==> src/rtl/ptpm_pkg.sv <==
`timescale 1ns / 1ps
`default_nettype none
// ----------------------------------------------------------------------------
// ptpm_pkg: shared types and constants for the prefix table pattern matcher
// Item types, cell control bundle and default pattern capacity.
// ----------------------------------------------------------------------------
package ptpm_pkg;

  localparam int unsigned MaxPatternDefault = 64;
  localparam int unsigned SymW              = 8;
  localparam int unsigned StoredLenW        = 7;

  localparam logic OpPattern = 1'b0;
  localparam logic OpText    = 1'b1;

  typedef struct packed {
    logic            op;
    logic [SymW-1:0] symbol;
    logic            last;
  } ptpm_req_t;

  typedef struct packed {
    logic                  match_end;
    logic                  found;
    logic [StoredLenW-1:0] stored_length;
    logic                  overflow;
  } ptpm_rsp_t;

  typedef struct packed {
    logic            text_en;
    logic            act_clr;
    logic            pat_wr;
    logic [SymW-1:0] sym;
  } ptpm_cell_ctl_t;

endpackage
`default_nettype wire

==> src/rtl/ptpm_cell.sv <==
`timescale 1ns / 1ps
`default_nettype none
// ----------------------------------------------------------------------------
// ptpm_cell: one pattern position of the matcher row
// Holds one pattern byte, a tail mark and a prefix-active flag fed by the
// neighbor below.
// ----------------------------------------------------------------------------
module ptpm_cell
  import ptpm_pkg::*;
(
  input  wire logic           clk_i,
  input  wire logic           rst_ni,
  input  wire ptpm_cell_ctl_t ctl_i,
  input  wire logic           wr_sel_i,
  input  wire logic           prev_active_i,
  output logic                active_o,
  output logic                hit_o
);

  logic [SymW-1:0] byte_q;
  logic            tail_q, tail_d;
  logic            active_q, active_d;

  always_ff @(posedge clk_i) begin
    if (ctl_i.pat_wr && wr_sel_i) begin
      byte_q <= ctl_i.sym;
    end
  end

  always_comb begin
    tail_d   = tail_q;
    active_d = active_q;
    if (ctl_i.pat_wr) begin
      tail_d = wr_sel_i;
    end
    if (ctl_i.act_clr) begin
      active_d = 1'b0;
    end else if (ctl_i.text_en) begin
      active_d = prev_active_i && (byte_q == ctl_i.sym);
    end
  end

  always_ff @(posedge clk_i or negedge rst_ni) begin
    if (!rst_ni) begin
      tail_q   <= 1'b0;
      active_q <= 1'b0;
    end else begin
      tail_q   <= tail_d;
      active_q <= active_d;
    end
  end

  assign active_o = active_q;
  assign hit_o    = active_q && tail_q;

endmodule
`default_nettype wire

==> src/rtl/prefix_table_pattern_matcher.sv <==
`timescale 1ns / 1ps
`default_nettype none
// ----------------------------------------------------------------------------
// prefix_table_pattern_matcher: streaming pattern search over a cell row
// Pattern bytes load into a row of cells; text bytes advance per-cell
// prefix-active flags, and a flag at the pattern tail marks an occurrence.
// ----------------------------------------------------------------------------
// For each item, the cell row updates at the accepting edge,
// the hit flags of the row are combined and registered at the next edge,
// and the result strobe is high for the cycle after that. busy is high for
// the one cycle in between, so a new item can be accepted at the same edge
// that takes the previous result. The receiver cannot stall; every result
// must be taken in its strobe cycle. Overlapping occurrences are all
// reported, and pattern bytes beyond MaxPattern are dropped and flagged.
// ----------------------------------------------------------------------------
module prefix_table_pattern_matcher
  import ptpm_pkg::*;
#(
  parameter int unsigned MaxPattern = MaxPatternDefault
) (
  input  wire logic      clk_i,
  input  wire logic      rst_ni,
  input  wire logic      start,
  input  wire ptpm_req_t req_i,
  output logic           busy,
  output logic           res_valid_o,
  output ptpm_rsp_t      res_o
);

  localparam int unsigned IdxW = $clog2(MaxPattern);
  localparam int unsigned LenW = $clog2(MaxPattern + 1);

  localparam logic StIdle   = 1'b0;
  localparam logic StReport = 1'b1;

  logic            state_q, state_d;
  logic            op_q, last_q, ovf_q;
  logic [LenW-1:0] length_q, length_d;
  logic            closed_q, closed_d;
  logic            found_q, found_d;
  logic            res_valid_q, res_valid_d;
  ptpm_rsp_t       res_q, res_d;
  logic            ovf_d;

  logic            accept;
  logic [LenW-1:0] len_base;
  logic            full;
  logic [IdxW-1:0] wr_idx;
  logic            match;
  logic            found_new;

  ptpm_cell_ctl_t        ctl;
  logic [MaxPattern-1:0] wr_sel;
  logic [MaxPattern-1:0] active;
  logic [MaxPattern-1:0] hit;

  assign accept   = start && (state_q == StIdle);
  assign len_base = closed_q ? '0 : length_q;
  assign full     = (len_base == LenW'(MaxPattern));
  assign wr_idx   = len_base[IdxW-1:0];
  assign match    = (op_q == OpText) && (|hit);
  assign found_new = found_q || match;

  always_comb begin
    ctl.sym     = req_i.symbol;
    ctl.pat_wr  = accept && (req_i.op == OpPattern) && !full;
    ctl.text_en = accept && (req_i.op == OpText);
    ctl.act_clr = (accept && (req_i.op == OpPattern) && closed_q) ||
                  ((state_q == StReport) && (op_q == OpText) && last_q);
  end

  for (genvar i = 0; i < MaxPattern; i++) begin : g_cell
    assign wr_sel[i] = (wr_idx == IdxW'(i));
    if (i == 0) begin : g_head
      ptpm_cell u_cell (
        .clk_i         (clk_i),
        .rst_ni        (rst_ni),
        .ctl_i         (ctl),
        .wr_sel_i      (wr_sel[i]),
        .prev_active_i (1'b1),
        .active_o      (active[i]),
        .hit_o         (hit[i])
      );
    end else begin : g_body
      ptpm_cell u_cell (
        .clk_i         (clk_i),
        .rst_ni        (rst_ni),
        .ctl_i         (ctl),
        .wr_sel_i      (wr_sel[i]),
        .prev_active_i (active[i-1]),
        .active_o      (active[i]),
        .hit_o         (hit[i])
      );
    end
  end

  always_comb begin
    state_d     = state_q;
    length_d    = length_q;
    closed_d    = closed_q;
    found_d     = found_q;
    ovf_d       = ovf_q;
    res_valid_d = 1'b0;
    res_d       = res_q;
    unique case (state_q)
      StIdle: begin
        if (accept) begin
          state_d = StReport;
          if (req_i.op == OpPattern) begin
            length_d = full ? len_base : len_base + LenW'(1);
            ovf_d    = full;
            closed_d = req_i.last;
            if (closed_q) begin
              found_d = 1'b0;
            end
          end else begin
            ovf_d    = 1'b0;
            closed_d = 1'b1;
          end
        end
      end
      StReport: begin
        state_d             = StIdle;
        res_valid_d         = 1'b1;
        res_d.match_end     = match;
        res_d.found         = found_new;
        res_d.stored_length = StoredLenW'(length_q);
        res_d.overflow      = ovf_q;
        found_d             = (op_q == OpText && last_q) ? 1'b0 : found_new;
      end
      default: begin
        state_d = StIdle;
      end
    endcase
  end

  always_ff @(posedge clk_i) begin
    if (accept) begin
      op_q   <= req_i.op;
      last_q <= req_i.last;
    end
    ovf_q <= ovf_d;
    res_q <= res_d;
  end

  always_ff @(posedge clk_i or negedge rst_ni) begin
    if (!rst_ni) begin
      state_q     <= StIdle;
      length_q    <= '0;
      closed_q    <= 1'b1;
      found_q     <= 1'b0;
      res_valid_q <= 1'b0;
    end else begin
      state_q     <= state_d;
      length_q    <= length_d;
      closed_q    <= closed_d;
      found_q     <= found_d;
      res_valid_q <= res_valid_d;
    end
  end

  assign busy        = (state_q == StReport);
  assign res_valid_o = res_valid_q;
  assign res_o       = res_q;

endmodule
`default_nettype wire

==> config.mk <==
export PLATFORM = sky130hd
export DESIGN_NAME = prefix_table_pattern_matcher
export DESIGN_NICKNAME = d
export VERILOG_FILES = /design/src/rtl/ptpm_pkg.sv /design/src/rtl/ptpm_cell.sv /design/src/rtl/prefix_table_pattern_matcher.sv
export SDC_FILE = /design/constraint.sdc
export NUM_CORES = 1
export LEC_CHECK = 0
export BUFFER_PORTS_ARGS = -buffer_cell sky130_fd_sc_hd__buf_2
export CORE_AREA = 4 4 241 243
export DETAILED_ROUTE_END_ITERATION = 7
export DIE_AREA = 0 0 245 247
export GPL_ROUTABILITY_DRIVEN = 1
export SYNTH_ARGS = -nofsm -noshare
export SYNTH_HDL_FRONTEND = slang
export SYNTH_SLANG_ARGS = --single-unit
==> constraint.sdc <==
create_clock -name clk_i -period 6.8 [get_ports clk_i]
set_input_delay 1.02 -clock clk_i [delete_from_list [all_inputs] [get_ports clk_i]]
set_output_delay 1.02 -clock clk_i [all_outputs]
set_load 0.01 [all_outputs]
==> impl_metrics.env <==
export IMPL_status="finished clean"
export IMPL_ys_seq_elements=664
export IMPL_htreeDepth=3
export IMPL_critPathRequiredTime_ps=7230
export IMPL_critical_path_arrival_ps=3590
export IMPL_synth_edf_count=525
export IMPL_drtAntennaViolNets=0
export IMPL_route_detailed_wl_per_inst_um=22.5
export IMPL_p_leak_nw=10.4
export IMPL_diodes=0
export IMPL_io_pins=25
export IMPL_worstSetupPathType="flip-flop to flip-flop"
export IMPL_dr_first_iter_drc_count=897
export IMPL_critPathLaunch="busy"
export IMPL_cts_root_buf="clkbuf_16"
export IMPL_fin_crit_ps=3160
export IMPL_dp_hpwl_um=35100
export IMPL_worst_hold_path_type="input pin to asynchronous set/reset pin"
export IMPL_netlist_top_cells_area="edfxtp_1 57%, xnor2_1 16%, dfrtp_1 13%"
export IMPL_synth_cells=1901
export IMPL_syn_num_nets=1918
export IMPL_ys_seq_area_share_pct=69.7
export IMPL_vias_per_cell=5.50
export IMPL_initial_utilization_pct=49.4
export IMPL_slew_headroom_pct=35.0
export IMPL_die_x_um=245
export IMPL_crit_path_max_fanout=68
export IMPL_layout_nets=1945
export IMPL_max_vdd_ir_drop_v=0.000220
export IMPL_syn_area_um2=27600
export IMPL_drt_pass1_iter_count=5
export IMPL_maxCapViolations=0
export IMPL_power_frac_seq_pct=52.3
export IMPL_finClkSkew_ps=20.1
export IMPL_final_util_pct=54.8
export IMPL_routed_wl_um=61500
export IMPL_hold_slack_ps=386
export IMPL_area_growth_pct=11.1
export IMPL_yosysMostFrequentCell="edfxtp_1"
export IMPL_fin_crit_sh_pct=46.4
export IMPL_fin_area_um2=30700
export IMPL_overflow=0
export IMPL_cts_tree="built"
export IMPL_rsz0062_at_grt="no"
export IMPL_cts_buffer_depth=3
export IMPL_synth_distinct_cells=42
export IMPL_maxSlewViolCount=0
export IMPL_start_kind="flip-flop"
export IMPL_clkLatencyLatePin_ps=590
export IMPL_grt_max_degree=86
export IMPL_ys_warn_count=0
export IMPL_synth_flop_cell="edfxtp_1"
export IMPL_grt_pass1_vias=15200
export IMPL_internal_power_mw=6.65
export IMPL_clkSinkCount=664
export IMPL_pwr_share_comb_pct=4.9
export IMPL_antenna_found_initial=0
export IMPL_hold_buffers=0
export IMPL_placementRows=87
export IMPL_avgSynthCellArea_um2=14.5
export IMPL_dpl_worst_slack_ps=3280
export IMPL_vias=15000
export IMPL_switching_power_mw=1.81
export IMPL_place_area_um2=28500
export IMPL_final_setup_worst_slack_ps=3640
export IMPL_layout_drive_gt1_share_pct=8.03
export IMPL_port_buffers=24
export IMPL_tightestPinTransition_ps=975
export IMPL_post_cts_buffers=0
export IMPL_cts_resized=0
export IMPL_total_power_mw=8.45
export IMPL_end_kind="flip-flop"
export IMPL_power_density_nw_per_um2=275
export IMPL_switching_share_pct=21.4
export IMPL_fin_setup_tns_ps=0
export IMPL_dp_cells=2612
export IMPL_cts_made_buffers=70
export IMPL_setup_violations=0
export IMPL_gp_congestion=0.772
export IMPL_fin_cells=2737
export IMPL_netlist_top_cells_count="525 x edfxtp_1, 512 x xnor2_1, 138 x dfrtp_1, 134 x nor2_1, 88 x nand2_1"
export IMPL_groute_usage_overall_pct=20.6
export IMPL_synth_top_area_share_pct=57.1
export IMPL_grt_pass1_wl_um=94400
export IMPL_fmax_mhz=317
export IMPL_die_h_um=247
export IMPL_yosys_area_top_type="edfxtp_1"
export IMPL_reg2reg_from="busy"
export IMPL_finalHoldViolCount=0
export IMPL_clkPwrFrac_pct=42.8
export IMPL_drc=0
export IMPL_synthArstFlopShare_pct=20.9
export IMPL_dieArea_um2=60500
export IMPL_core_area_um2=56000
export IMPL_clk_pin_slew_worst_paths_ps=60
==> sequential cells by signal, summed over array words and instances (netlist names) <==
| register | flops |
|---|---|
| g_cell.g_body.u_cell.byte_q | 504 |
| g_cell.g_body.u_cell.active_o | 63 |
| g_cell.g_body.u_cell.tail_q | 63 |
| res_o | 10 |
| g_cell.g_head.u_cell.byte_q | 8 |
| length_q | 7 |
| busy | 1 |
| closed_q | 1 |
| found_q | 1 |
| g_cell.g_head.u_cell.active_o | 1 |
| g_cell.g_head.u_cell.tail_q | 1 |
| last_q | 1 |
| op_q | 1 |
| ovf_q | 1 |
| res_valid_o | 1 |
==> final timing paths <==
kind	end	slack [ps]	cells past startpoint
max	g_cell[13].g_body.u_cell.active_o	3640	6
min	g_cell[19].g_body.u_cell.active_o	390	1
max reg2reg	g_cell[13].g_body.u_cell.active_o	3640	6
min reg2reg	res_o[0]	430	0
max in group asynchronous	g_cell[15].g_body.u_cell.tail_q	5260	2
min in group clk_i	res_o[0]	430	0
==> layout make-up <==
class                           count  area, um^2
Multi-Input combinational cell   1139        7940
Tap cell                          756         946
Fill cell                        4621       25300
Inverter                            5        18.8
Sequential cell                   664       19200
Clock buffer                       97        2020
Timing Repair Buffer               48         357
Clock inverter                     28         161
==> cell usage in the layout, fill, tap and decap left out, types with 2 or more instances in the layout <==
master / count
buf_4: 24
buf_2: 15
o21ai_4: 2
clkinv_2: 15
nand4_1: 71
clkinvlp_4: 3
nand3_1: 69
nor3_1: 2
inv_1: 5
a221oi_1: 16
xor2_1: 3
a21oi_1: 66
nor2b_1: 5
edfxtp_1: 525
clkbuf_1: 14
nand2b_1: 4
a22o_1: 16
nor4_1: 64
clkbuf_8: 10
clkbuf_16: 73
dfrtp_1: 138
nor2_1: 134
buf_6: 9
clkinv_1: 9
o21ai_0: 4
xnor2_1: 512
ha_1: 4
nand2_1: 86
a21o_1: 64
==> routing by layer <==
metal  global-route usage (%)  vias up  part of all wire (%)
li1                         -     6874                     -
met1                     29.9     7822                    47
met2                     33.4      280                    47
met3                     2.74       70                   4.0
met4                     5.37        0                   1.8
met5                        0        -                     0
==> worst max-delay path, stage by stage, from the launching register on <==
cell     delay, ps
dfrtp_1        720
and2b_1        360
nand2_4        640
buf_4          770
nor4_1         160
a21oi_1        150
nor2_1          60
==> power by group through the flow <==
stage	Sequential (mW)	Combinational [mW]	Clock, mW
6_report	4.42	0.414	3.62
5_1_grt	4.42	0.456	3.87
4_1_cts	4.42	0.426	3.70
3_5_place_dp	4.51	0.424	0
3_3_place_gp	4.51	0.416	0
2_1_floorplan	4.50	0.263	0
==> kinds of logic (layout without fill, tap and decap cells) <==
kind of cell | after synthesis | in the layout | synth area share, %
AO/OA/AOI/OAI | 176 | 176 | 4.39
flip-flops | 664 | 664 | 69.7
adder cells (fa/ha/maj) | 4 | 4 | 0.181
AND/OR/NAND/NOR | 444 | 444 | 7.79
buffers and inverters | 98 | 178 | 1.64
XOR/XNOR | 515 | 515 | 16.3
No activity file was read; power rests on OpenSTA's default activity.
